$ cat src/bnd_pkg.sv
// Shared types, constants and the neighbour test of the binary dilation unit.
package bnd_pkg;

    localparam int MAX_WIDTH = 1024;
    localparam int COL_BITS  = $clog2(MAX_WIDTH);
    localparam int WCFG_BITS = 11;
    localparam int ROW_BITS  = 16;
    localparam int RCNT_BITS = ROW_BITS + 1;
    localparam int ADDR_BITS = 4;

    // Register indexes, taken from paddr[3:2].
    localparam logic [1:0] REG_EIGHT  = 2'd0;
    localparam logic [1:0] REG_WIDTH  = 2'd1;
    localparam logic [1:0] REG_HEIGHT = 2'd2;

    // Input beat kinds carried in tuser.
    localparam logic REQ_PIXEL = 1'b0;
    localparam logic REQ_DRAIN = 1'b1;

    localparam logic [WCFG_BITS-1:0] WIDTH_RESET  = WCFG_BITS'(1024);
    localparam logic [ROW_BITS-1:0]  HEIGHT_RESET = ROW_BITS'(1024);

    // Effective configuration seen by the datapath.
    typedef struct packed {
        logic                 eight_connected;
        logic [WCFG_BITS-1:0] width;
        logic [ROW_BITS-1:0]  height;
        logic                 restart;
    } cfg_t;

    // One item between the scan stage and the window stage.
    typedef struct packed {
        logic [COL_BITS-1:0] addr;
        logic                px;
        logic                emit;
        logic                emit_prev;
        logic                lv;
        logic                rv;
        logic                up;
        logic                dn;
        logic                last;
        logic [COL_BITS-1:0] oc;
        logic [ROW_BITS-1:0] orow;
    } item_t;

    // Each column holds bit 0 upper row, bit 1 centre row, bit 2 lower row.
    function automatic logic dilate(input logic [2:0] left, input logic [2:0] mid,
                                    input logic [2:0] right, input logic lv,
                                    input logic rv, input logic up, input logic dn,
                                    input logic eight);
        logic hit;
        hit = (up & mid[0]) | (dn & mid[2]) | (lv & left[1]) | (rv & right[1]);
        hit = hit | (eight & ((lv & up & left[0]) | (lv & dn & left[2])
                            | (rv & up & right[0]) | (rv & dn & right[2])));
        return hit;
    endfunction

endpackage

$ cat src/bnd_cfg_regs.sv
// APB register block holding connectivity and image geometry.
module bnd_cfg_regs
(
    input  logic                           clk,
    input  logic                           rst_n,
    input  logic                           psel,
    input  logic                           penable,
    input  logic                           pwrite,
    input  logic [bnd_pkg::ADDR_BITS-1:0]  paddr,
    input  logic [31:0]                    pwdata,
    output logic [31:0]                    prdata,
    output logic                           pready,
    output bnd_pkg::cfg_t                  cfg
);

    logic                              eight_reg;
    logic [bnd_pkg::WCFG_BITS-1:0]     width_reg;
    logic [bnd_pkg::ROW_BITS-1:0]      height_reg;
    logic                              wr;
    logic [1:0]                        idx;

    assign pready = 1'b1;
    assign wr     = psel && penable && pwrite;
    assign idx    = paddr[3:2];

    always_ff @(posedge clk or negedge rst_n)
    begin
        if (!rst_n)
        begin
            eight_reg  <= 1'b1;
            width_reg  <= bnd_pkg::WIDTH_RESET;
            height_reg <= bnd_pkg::HEIGHT_RESET;
        end
        else if (wr)
        begin
            case (idx)
                bnd_pkg::REG_EIGHT:  eight_reg  <= pwdata[0];
                bnd_pkg::REG_WIDTH:  width_reg  <= pwdata[bnd_pkg::WCFG_BITS-1:0];
                bnd_pkg::REG_HEIGHT: height_reg <= pwdata[bnd_pkg::ROW_BITS-1:0];
                default: ;
            endcase
        end
    end

    always_comb
    begin
        case (idx)
            bnd_pkg::REG_EIGHT:  prdata = {31'd0, eight_reg};
            bnd_pkg::REG_WIDTH:  prdata = {{(32-bnd_pkg::WCFG_BITS){1'b0}}, width_reg};
            bnd_pkg::REG_HEIGHT: prdata = {{(32-bnd_pkg::ROW_BITS){1'b0}}, height_reg};
            default:             prdata = 32'd0;
        endcase
    end

    // Out-of-range geometry is clamped here so the datapath sees legal values.
    always_comb
    begin
        cfg.eight_connected = eight_reg;
        if (width_reg == '0)
            cfg.width = bnd_pkg::WCFG_BITS'(1);
        else if (width_reg > bnd_pkg::WCFG_BITS'(bnd_pkg::MAX_WIDTH))
            cfg.width = bnd_pkg::WCFG_BITS'(bnd_pkg::MAX_WIDTH);
        else
            cfg.width = width_reg;
        cfg.height  = (height_reg == '0) ? bnd_pkg::ROW_BITS'(1) : height_reg;
        cfg.restart = wr && ((idx == bnd_pkg::REG_WIDTH) || (idx == bnd_pkg::REG_HEIGHT));
    end

endmodule

$ cat src/bnd_line_mem.sv
// Two-row line memory, one read and one write port, write-through on a same-address hit.
module bnd_line_mem
(
    input  logic                          clk,
    input  logic                          ren,
    input  logic [bnd_pkg::COL_BITS-1:0]  raddr,
    output logic [1:0]                    rdata,
    input  logic                          wen,
    input  logic [bnd_pkg::COL_BITS-1:0]  waddr,
    input  logic [1:0]                    wdata
);

    // Bit 1 holds the older row, bit 0 the newer row.
    logic [1:0] mem [bnd_pkg::MAX_WIDTH];

    always_ff @(posedge clk)
    begin
        if (wen)
            mem[waddr] <= wdata;
        if (ren)
        begin
            if (wen && (waddr == raddr))
                rdata <= wdata;
            else
                rdata <= mem[raddr];
        end
    end

endmodule

$ cat src/bnd_raster_ctrl.sv
// Raster position counters and the scan stage that issues line memory reads.
module bnd_raster_ctrl
(
    input  logic                          clk,
    input  logic                          rst_n,
    input  bnd_pkg::cfg_t                 cfg,
    input  logic                          s_tvalid,
    output logic                          s_tready,
    input  logic                          req_type,
    input  logic                          pixel_black,
    input  logic                          s1_go,
    output logic                          s1_valid,
    output bnd_pkg::item_t                s1_item,
    output logic                          mem_ren,
    output logic [bnd_pkg::COL_BITS-1:0]  mem_raddr
);

    logic [bnd_pkg::COL_BITS-1:0]  ic_reg, ic_next;
    logic [bnd_pkg::RCNT_BITS-1:0] ri_reg, ri_next;
    logic                          s1_valid_reg;
    bnd_pkg::item_t                item_reg, item_next;
    logic                          drain, skip, acc, take;
    logic [bnd_pkg::RCNT_BITS-1:0] h_ext, ri_m1, ri_m2;
    logic [bnd_pkg::WCFG_BITS-1:0] ic_inc, w_m1;
    logic [bnd_pkg::COL_BITS-1:0]  ic_m1;

    assign s_tready  = !s1_valid_reg || s1_go;
    assign acc       = s_tvalid && s_tready;
    assign drain     = (req_type == bnd_pkg::REQ_DRAIN);
    assign skip      = drain && (ic_reg == '0) && (ri_reg == '0);
    assign take      = acc && !skip;
    assign mem_ren   = take;
    assign mem_raddr = ic_reg;
    assign s1_valid  = s1_valid_reg;
    assign s1_item   = item_reg;

    assign h_ext  = {1'b0, cfg.height};
    assign ri_m1  = ri_reg - bnd_pkg::RCNT_BITS'(1);
    assign ri_m2  = ri_reg - bnd_pkg::RCNT_BITS'(2);
    assign ic_inc = {1'b0, ic_reg} + bnd_pkg::WCFG_BITS'(1);
    assign w_m1   = cfg.width - bnd_pkg::WCFG_BITS'(1);
    assign ic_m1  = ic_reg - bnd_pkg::COL_BITS'(1);

    // At column zero, from the third row on, the last pixel of the row two rows back completes;
    // elsewhere, from the second row on, the pixel one row and one column back completes.
    always_comb
    begin
        item_next           = '0;
        item_next.addr      = ic_reg;
        item_next.px        = pixel_black && !drain && (ri_reg < h_ext);
        item_next.emit_prev = (ic_reg == '0) && (ri_reg >= bnd_pkg::RCNT_BITS'(2));
        if (item_next.emit_prev)
        begin
            item_next.emit = 1'b1;
            item_next.oc   = w_m1[bnd_pkg::COL_BITS-1:0];
            item_next.orow = ri_m2[bnd_pkg::ROW_BITS-1:0];
            item_next.lv   = (cfg.width != bnd_pkg::WCFG_BITS'(1));
            item_next.rv   = 1'b0;
            item_next.up   = (ri_reg > bnd_pkg::RCNT_BITS'(2));
            item_next.dn   = (ri_reg <= h_ext);
            item_next.last = (ri_reg == (h_ext + bnd_pkg::RCNT_BITS'(1)));
        end
        else if ((ic_reg != '0) && (ri_reg != '0))
        begin
            item_next.emit = 1'b1;
            item_next.oc   = ic_m1;
            item_next.orow = ri_m1[bnd_pkg::ROW_BITS-1:0];
            item_next.lv   = (ic_reg > bnd_pkg::COL_BITS'(1));
            item_next.rv   = 1'b1;
            item_next.up   = (ri_reg > bnd_pkg::RCNT_BITS'(1));
            item_next.dn   = (ri_reg < h_ext);
            item_next.last = 1'b0;
        end
    end

    always_comb
    begin
        if (item_next.last)
        begin
            ic_next = '0;
            ri_next = '0;
        end
        else if (ic_inc == cfg.width)
        begin
            ic_next = '0;
            ri_next = ri_reg + bnd_pkg::RCNT_BITS'(1);
        end
        else
        begin
            ic_next = ic_inc[bnd_pkg::COL_BITS-1:0];
            ri_next = ri_reg;
        end
    end

    always_ff @(posedge clk or negedge rst_n)
    begin
        if (!rst_n)
        begin
            ic_reg       <= '0;
            ri_reg       <= '0;
            s1_valid_reg <= 1'b0;
        end
        else
        begin
            if (cfg.restart)
            begin
                ic_reg <= '0;
                ri_reg <= '0;
            end
            else if (take)
            begin
                ic_reg <= ic_next;
                ri_reg <= ri_next;
            end
            if (take)
                s1_valid_reg <= 1'b1;
            else if (s1_go)
                s1_valid_reg <= 1'b0;
        end
    end

    always_ff @(posedge clk)
    begin
        if (take)
            item_reg <= item_next;
    end

`ifndef SYNTHESIS
    a_col_in_row: assert property (@(posedge clk) disable iff (!rst_n)
        ({1'b0, ic_reg} < cfg.width))
        else $error("column counter beyond image width");
    a_row_bound: assert property (@(posedge clk) disable iff (!rst_n)
        (ri_reg <= (h_ext + bnd_pkg::RCNT_BITS'(1))))
        else $error("row counter beyond last drain row");
    a_take_loads: assert property (@(posedge clk) disable iff (!rst_n)
        take |=> s1_valid_reg)
        else $error("accepted item lost before window stage");
`endif

endmodule

$ cat src/bnd_window_out.sv
// Window stage: merges line memory data, updates the 3x3 window and holds the result beat.
module bnd_window_out
(
    input  logic                          clk,
    input  logic                          rst_n,
    input  bnd_pkg::cfg_t                 cfg,
    input  logic                          s1_valid,
    input  bnd_pkg::item_t                s1_item,
    output logic                          s1_go,
    input  logic [1:0]                    mem_rdata,
    output logic                          mem_wen,
    output logic [bnd_pkg::COL_BITS-1:0]  mem_waddr,
    output logic [1:0]                    mem_wdata,
    output logic                          m_tvalid,
    input  logic                          m_tready,
    output logic [31:0]                   m_tdata,
    output logic                          m_tlast
);

    logic [8:0]                    window_reg, win_new;
    logic [2:0]                    col, left, mid, right;
    logic                          black;
    logic                          out_valid_reg, out_last_reg, out_black_reg;
    logic [bnd_pkg::COL_BITS-1:0]  out_col_reg;
    logic [bnd_pkg::ROW_BITS-1:0]  out_row_reg;
    logic                          out_free;

    assign out_free = !out_valid_reg || m_tready;
    assign s1_go    = s1_valid && (!s1_item.emit || out_free);

    assign col     = {s1_item.px, mem_rdata[0], mem_rdata[1]};
    assign win_new = {col, window_reg[8:3]};

    assign mem_wen   = s1_go;
    assign mem_waddr = s1_item.addr;
    assign mem_wdata = {mem_rdata[0], s1_item.px};

    always_comb
    begin
        if (s1_item.emit_prev)
        begin
            left  = window_reg[5:3];
            mid   = window_reg[8:6];
            right = 3'd0;
        end
        else
        begin
            left  = win_new[2:0];
            mid   = win_new[5:3];
            right = win_new[8:6];
        end
        black = bnd_pkg::dilate(left, mid, right, s1_item.lv, s1_item.rv,
                                s1_item.up, s1_item.dn, cfg.eight_connected);
    end

    always_ff @(posedge clk or negedge rst_n)
    begin
        if (!rst_n)
        begin
            window_reg    <= '0;
            out_valid_reg <= 1'b0;
        end
        else
        begin
            if (cfg.restart)
                window_reg <= '0;
            else if (s1_go)
                window_reg <= s1_item.last ? 9'd0 : win_new;
            if (s1_go && s1_item.emit)
                out_valid_reg <= 1'b1;
            else if (m_tready)
                out_valid_reg <= 1'b0;
        end
    end

    always_ff @(posedge clk)
    begin
        if (s1_go && s1_item.emit)
        begin
            out_col_reg   <= s1_item.oc;
            out_row_reg   <= s1_item.orow;
            out_black_reg <= black;
            out_last_reg  <= s1_item.last;
        end
    end

    assign m_tvalid = out_valid_reg;
    assign m_tlast  = out_last_reg;
    assign m_tdata  = {{(32 - bnd_pkg::COL_BITS - bnd_pkg::ROW_BITS - 1){1'b0}},
                       out_black_reg, out_row_reg, out_col_reg};

endmodule

$ cat src/binary_neighbour_dilation_unit.sv
// Top level of the streaming 3x3 binary dilation unit.
// Latency: two register stages, the scan stage item register and then the output register
// that drives m_tvalid. Throughput: one beat per cycle, since the line memory
// reads the next column on its read port while the previous one is written back on its
// write port; s_tready drops only while a result beat waits on m_tready and the held beat
// owes another. Reset clears counters, window and output valid; stale rows are masked.
module binary_neighbour_dilation_unit
(
    input  logic                          clk,
    input  logic                          rst_n,
    // Input stream: tdata bit 0 pixel_black, rest zero; tuser bit 0 req_type.
    input  logic                          s_tvalid,
    output logic                          s_tready,
    input  logic [7:0]                    s_tdata,
    input  logic                          s_tuser,
    // Output stream: tdata bits [9:0] out_col, [25:10] out_row, [26] out_black.
    output logic                          m_tvalid,
    input  logic                          m_tready,
    output logic [31:0]                   m_tdata,
    output logic                          m_tlast,
    // Configuration port.
    input  logic                          psel,
    input  logic                          penable,
    input  logic                          pwrite,
    input  logic [bnd_pkg::ADDR_BITS-1:0] paddr,
    input  logic [31:0]                   pwdata,
    output logic [31:0]                   prdata,
    output logic                          pready
);

    bnd_pkg::cfg_t                 cfg;
    bnd_pkg::item_t                s1_item;
    logic                          s1_valid;
    logic                          s1_go;
    logic                          mem_ren;
    logic [bnd_pkg::COL_BITS-1:0]  mem_raddr;
    logic [1:0]                    mem_rdata;
    logic                          mem_wen;
    logic [bnd_pkg::COL_BITS-1:0]  mem_waddr;
    logic [1:0]                    mem_wdata;

    // Register block: clamps geometry and pulses a restart on geometry writes,
    // which drops any partial image.
    bnd_cfg_regs u_cfg
    (
        .clk     (clk),
        .rst_n   (rst_n),
        .psel    (psel),
        .penable (penable),
        .pwrite  (pwrite),
        .paddr   (paddr),
        .pwdata  (pwdata),
        .prdata  (prdata),
        .pready  (pready),
        .cfg     (cfg)
    );

    // Scan stage: tracks the raster position of each beat, decides which output
    // pixel it completes, and issues the line memory read for its column.
    bnd_raster_ctrl u_ctrl
    (
        .clk         (clk),
        .rst_n       (rst_n),
        .cfg         (cfg),
        .s_tvalid    (s_tvalid),
        .s_tready    (s_tready),
        .req_type    (s_tuser),
        .pixel_black (s_tdata[0]),
        .s1_go       (s1_go),
        .s1_valid    (s1_valid),
        .s1_item     (s1_item),
        .mem_ren     (mem_ren),
        .mem_raddr   (mem_raddr)
    );

    // Line memory: the two rows above the incoming one. A write and a read of the
    // same column in one cycle (one-pixel rows, or the first beat of an image right
    // after the last result of the previous one) passes the new data through.
    bnd_line_mem u_mem
    (
        .clk   (clk),
        .ren   (mem_ren),
        .raddr (mem_raddr),
        .rdata (mem_rdata),
        .wen   (mem_wen),
        .waddr (mem_waddr),
        .wdata (mem_wdata)
    );

    // Window stage: shifts the new column in, writes the rows back, evaluates the
    // neighbour test and holds the result beat so the scan stage keeps accepting.
    bnd_window_out u_win
    (
        .clk       (clk),
        .rst_n     (rst_n),
        .cfg       (cfg),
        .s1_valid  (s1_valid),
        .s1_item   (s1_item),
        .s1_go     (s1_go),
        .mem_rdata (mem_rdata),
        .mem_wen   (mem_wen),
        .mem_waddr (mem_waddr),
        .mem_wdata (mem_wdata),
        .m_tvalid  (m_tvalid),
        .m_tready  (m_tready),
        .m_tdata   (m_tdata),
        .m_tlast   (m_tlast)
    );

endmodule
$ cat config.mk
export PLATFORM = sky130hd
export DESIGN_NAME = binary_neighbour_dilation_unit
export DESIGN_NICKNAME = d
export VERILOG_FILES = /design/src/bnd_pkg.sv /design/src/bnd_cfg_regs.sv /design/src/bnd_line_mem.sv /design/src/bnd_raster_ctrl.sv /design/src/bnd_window_out.sv /design/src/binary_neighbour_dilation_unit.sv
export SDC_FILE = /design/constraint.sdc
export NUM_CORES = 2
export LEC_CHECK = 0
export ABC_CLOCK_PERIOD_IN_PS = 16500
export CELL_PAD_IN_SITES_DETAIL_PLACEMENT = 2
export CELL_PAD_IN_SITES_GLOBAL_PLACEMENT = 2
export CORE_AREA = 2 2 439 441
export DETAILED_ROUTE_END_ITERATION = 12
export DIE_AREA = 0 0 441 443
export DONT_BUFFER_PORTS = 1
export MAX_ROUTING_LAYER = met4
export PLACE_DENSITY_LB_ADDON = 0.25
export SLEW_MARGIN = 25
export SYNTH_ARGS = -nofsm -noshare
export SYNTH_HDL_FRONTEND = slang
export SYNTH_SLANG_ARGS = --single-unit
$ cat constraint.sdc
create_clock -name clk -period 16.5 [get_ports clk]
set_input_delay 0 -clock clk [delete_from_list [all_inputs] [get_ports clk]]
set_output_delay 0 -clock clk [all_outputs]
set_load 0.05 [all_outputs]
# After elaboration in Yosys (flattened, before gate mapping)
# Memory sizes are Yosys's and may differ from the RTL's. A register that Yosys moved wholly into a read port is not among the register bits.
# Index checks and enable logic that the tools add are counted.
# totals
ff_bits	138
mem_bits_rw	2048
inputBits	52
wordCells	126
n_memories	1
# op_classes
add_sub_neg	7
n_lt_le_gt_ge	7
n_eq_ne	5
mux	25
bitwise	20
reduce_logical	38
# mem_list
name	depth	word_bits	rd	rd_ports_with_merged_regs	wr	line	source
u_mem.mem	1024	2	1	1	1	bnd_line_mem.sv:14	logic [1:0] mem [bnd_pkg::MAX_WIDTH];
# op_table
operator	count
$mux 17	4
$mux 31	2
$pmux 16 s3	1
$mux 10	4
$mux 9	3
$mux 11	2
$sub 10x1->10 const B	2
$add 16x1->17 const B	1
$add 17x1->17 const B	1
$eq 17x17->1	1
$ge 17x2->1 const B	1
$gt 17x1->1 const B	1
$gt 17x2->1 const B	1
$le 17x16->1	1
$logic_not 17->1	1
$lt 17x16->1	1
$reduce_bool 17->1	1
$logic_not 16->1	1
$mux 16	1
$sub 16x1->16 const B	1
$sub 16x2->16 const B	1
$and 1x1->1	13
$logic_and 1x1->1	13
$add 10x1->11 const B	1
18 further kinds	43

# Longest topological paths before layout
# depth
depth_word	9
mapped_depth	19

# Cells and area by module
# From an unflattened synthesis, not the netlist that was laid out.
# hier_totals
cells_unflattened	5696
area_unflattened_um2	92840.3
# by_module_without_submodules
module	instances	cells_per_inst	area_per_inst_um2	seq_area_each_um2
bnd_line_mem	1	4816	84130.7	61559.0
bnd_raster_ctrl	1	632	5637.9	2021.9
bnd_cfg_regs	1	155	1679.1	704.4
bnd_window_out	1	93	1392.6	1016.0

# Worst setup path after synthesis
# No wires, ideal clock.
# synth_timing
path_kind	flip-flop to flip-flop
startpoint	register u_ctrl.item_reg (netlist bit u_ctrl.s1_item[33])
endpoint	memory u_mem.mem[0][0] (data pin)
setup_ps	2679
arrival_ps	12057
t_required_ps	13821
path_slack_ps	1765
stages_incl_launch_ff	1
path_buffers	0
path_cell_list	edfxtp_1
# synth_rtl
item	line	source
start, declared	bnd_raster_ctrl.sv:21	bnd_pkg::item_t item_reg, item_next;
start signal, assigned	bnd_raster_ctrl.sv:125	item_reg <= item_next;
end, declared	bnd_line_mem.sv:14	
# Straight into the memory's write port.

# Worst setup path in the final report
# layout_timing
startpoint	register u_ctrl.ic_reg (netlist bit u_ctrl.mem_raddr[0])
endpoint	register u_mem.rdata[1] (read register of u_mem.mem) (data pin)
# layout_via
elab_chain_cells	5
# layout_lines
item	line	source
start, declared	bnd_raster_ctrl.sv:18	logic [bnd_pkg::COL_BITS-1:0] ic_reg, ic_next;
start signal, assigned	bnd_raster_ctrl.sv:112	ic_reg <= ic_next;
$logic_not 10->1	bnd_raster_ctrl.sv:30	assign skip = drain && (ic_reg == '0) && (ri_reg == '0);
$logic_and 1x1->1 (2 in a row)	bnd_raster_ctrl.sv:30	
$logic_not 1->1	bnd_raster_ctrl.sv:31	assign take = acc && !skip;
$logic_and 1x1->1	bnd_raster_ctrl.sv:31	
end, declared	bnd_line_mem.sv:7	output logic [1:0] rdata,
# Parallel ways exist; a longest one is shown, timed or not.
# A chain may end at the register's enable or synchronous reset.

==> out/results.ini <==
[sta]
tightest_slew_ps=1180
fmax_mhz=142
min_period_ps=7030
skew_ps=49.0
hold_slack_ps=118
tns_ps=0
hold_viol=0
setup_slack_ps=9470
setup_viol=0
rsz0062_at_grt=no
fin_crit_sh_pct=42.6
drv_slew=0
max_slew_margin_pct=21.3

[logic_synthesis]
synth_area_mm2=0.0911
synth_cell_types=84
syn_inst=5505
postSynth.asyncResetShare_pct=2.88
synth-edff-count=2122
ys_seq_elements=2185
yosys.area.top_type=edfxtp_1
synth.area.top_cells=edfxtp_1 70%, mux4_2 12%, nor2_1 4.6%, dfrtp_1 1.6%, mux2i_1 1.4%
syn_area_per_cell_um2=16.5
yosys.area.top_type_share_pct=70.0
ys.flop_type=edfxtp_1
synth.yosys.seq_area_share_pct=71.7
yosys_warnings=0

[critical_path]
endpoint=u_mem.rdata[1]$_DFFE_PP_
rr_worst_depth=14
worstPathCellList=buf_4, buf_4, buf_12, buf_4, buf_4, mux4_2, o22a_1, o221ai_1, nor4_1, a311oi_1, a21oi_1, mux2i_1, a211o_1, a31oi_1
slowest_delay_ps=800
worst_path_max_delay_cell=dfrtp_4
cp_max_fo=74
crit_start=u_ctrl.mem_raddr[0]$_DFFE_PN0P_
cp-start-kind=flip-flop
critPathCaptureType=flip-flop
timing.rr.end=u_mem.rdata[1]$_DFFE_PP_
setup.worst_path.class=reg2reg
reg2reg_slack_ps=9470
crit_top_cell=buf_4
r2r-start=u_ctrl.mem_raddr[0]$_DFFE_PN0P_
required_ps=17220
arrival_ps=7750

[final_layout]
syn2layout_area_growth_pct=11.7
fin_nets=5558
layout-drive-gt1-share_pct=19.1
largest_reg_flops=2048
n_fill_cell=16571
final_cell_mix=2,122 x edfxtp_1, 1,099 x nor2_1, 498 x mux4_2, 233 x clkbuf_16, 181 x nand2_1
final_common_cell=edfxtp_1

[clock_network]
cts_buffers=227
cts_sinks=2185
cts_tree=done
hold_buffers=58
worst_skew_pair.late_latency_ps=900
cts.htree.levels=4
clockRootBuffer=clkbuf_16
cts_resized=0
cts_buffer_depth=3
postCtsSetupBuffers=0
path_clk_slew_ps=80

[power]
p_total_mw=16.4
p_per_area_mw_per_mm2=161
power_leakage_nw=31.6
vdd_ir_drop_max_mv=0.136

[floorplan]
rows=161
fp.dieH_um=443
dieArea_mm2=0.195
core-area_mm2=0.191
die-width_um=441
ioPinCount=120
initial_core_util_pct=47.6

[place]
dp_hpwl_mm=183
pre_cts_slack_ps=9730
gp_congestion=0.829
port_buffers=0

[global_routing]
gr-usage-all-layers_pct=36.2
overflow=0
grt_max_degree=246
antenna_found_initial=17
grt_pass1_vias=58688
grt_pass1_wl_mm=479

[route]
drtIter0Drc=7676
via_per_inst=6.78
drc=0
first_pass_iters=6
vias=55658
routedWlPerCell_um=41.7
routed_wl_mm=342
ant_nets=0

[hold_path]
worstHoldStart=m_tready
hp-class=in2reg

[flow_run]
maxCapViolCount=0

[status]
status=finished clean

per-stage QoR:
stage	utilization [%]	cell area, um2	cells
floorplan	-	91200	5525
global placement	49.0	93700	7711
detailed placement	49.1	93800	7711
CTS	53.2	102000	8195
global route	53.2	102000	8203
finish	53.2	102000	8204
kinds of logic (layout without fill, tap and decap cells):
group	Yosys count	after routing	share of synthesized area [%]
buffers and inverters	504	649	2.30
XOR/XNOR	47	47	0.467
AO/OA/AOI/OAI	458	458	3.51
other	2	30	0.00824
flip-flops	2185	2185	71.7
multiplexers	660	660	14.1
AND/OR/NAND/NOR	1616	1616	7.43
adder cells (fa/ha/maj)	33	33	0.453
metal layers:
layer | vias to the layer above | global-route usage [%] | wire (um)
li1 | 21293 | - | -
met1 | 30028 | 45.6 | 126000
met2 | 3490 | 56.9 | 168000
met3 | 847 | 7.02 | 30000
met4 | 0 | 16.7 | 17500
met5 | - | - | 0
critical path, delay by kind of cell, from the launching register on:
kind	cells	cell delay, ps
flip-flops	1	800
AND/OR/NAND/NOR	1	370
multiplexers	2	580
buffers and inverters	5	2990
AO/OA/AOI/OAI	6	1780
Yosys cell counts (27+ instances only):
| library cell | count |
|---|---|
| dfrtp_1 | 60 |
| edfxtp_1 | 2122 |
| ha_1 | 33 |
| mux4_2 | 498 |
| xnor2_1 | 27 |
| buf_1 | 54 |
| nor2_1 | 1109 |
| a22oi_1 | 71 |
| o21ai_0 | 60 |
| nand2_1 | 223 |
| nor3_1 | 44 |
| mux2_2 | 32 |
| nand3_1 | 59 |
| a21oi_1 | 67 |
| o22ai_1 | 66 |
| mux2i_1 | 130 |
| buf_2 | 77 |
| inv_1 | 38 |
| clkbuf_1 | 304 |
area by class of cell:
type	instances	area [um2]	area share [%]
Sequential cell	2185	65300	64.2
Multi-Input combinational cell	2836	24200	23.8
Clock buffer	285	6060	5.95
Tap cell	2526	3160	3.11
Timing Repair Buffer	181	1670	1.64
Clock inverter	141	1180	1.16
Inverter	42	165	0.162
Antenna cell	8	20.0	0.0197
where the power goes:
group	total [mW]	switching (mW)	internal [mW]	leakage, nW
registers	6.83	0.221	6.61	19.9
logic	4.31	2.88	1.43	8.14
clock network	5.22	2.36	2.86	3.52
worst min path at each step:
stage / slack, ps / cells past startpoint / to
finish: 120 / 3 / u_win.m_tvalid$_DFFE_PN0P_
global route: 140 / 3 / u_win.m_tvalid$_DFFE_PN0P_
CTS: 60 / 4 / u_win.window_reg[6]$_DFFE_PN0P_
detailed placement: -290 / 0 / u_ctrl.ri_reg[13]$_DFFE_PN0P_
global placement: -290 / 0 / u_ctrl.ri_reg[13]$_DFFE_PN0P_
floorplan: -300 / 0 / u_cfg.height_reg[0]$_DFFE_PN0P_
(Power assumes the default switching activity.)
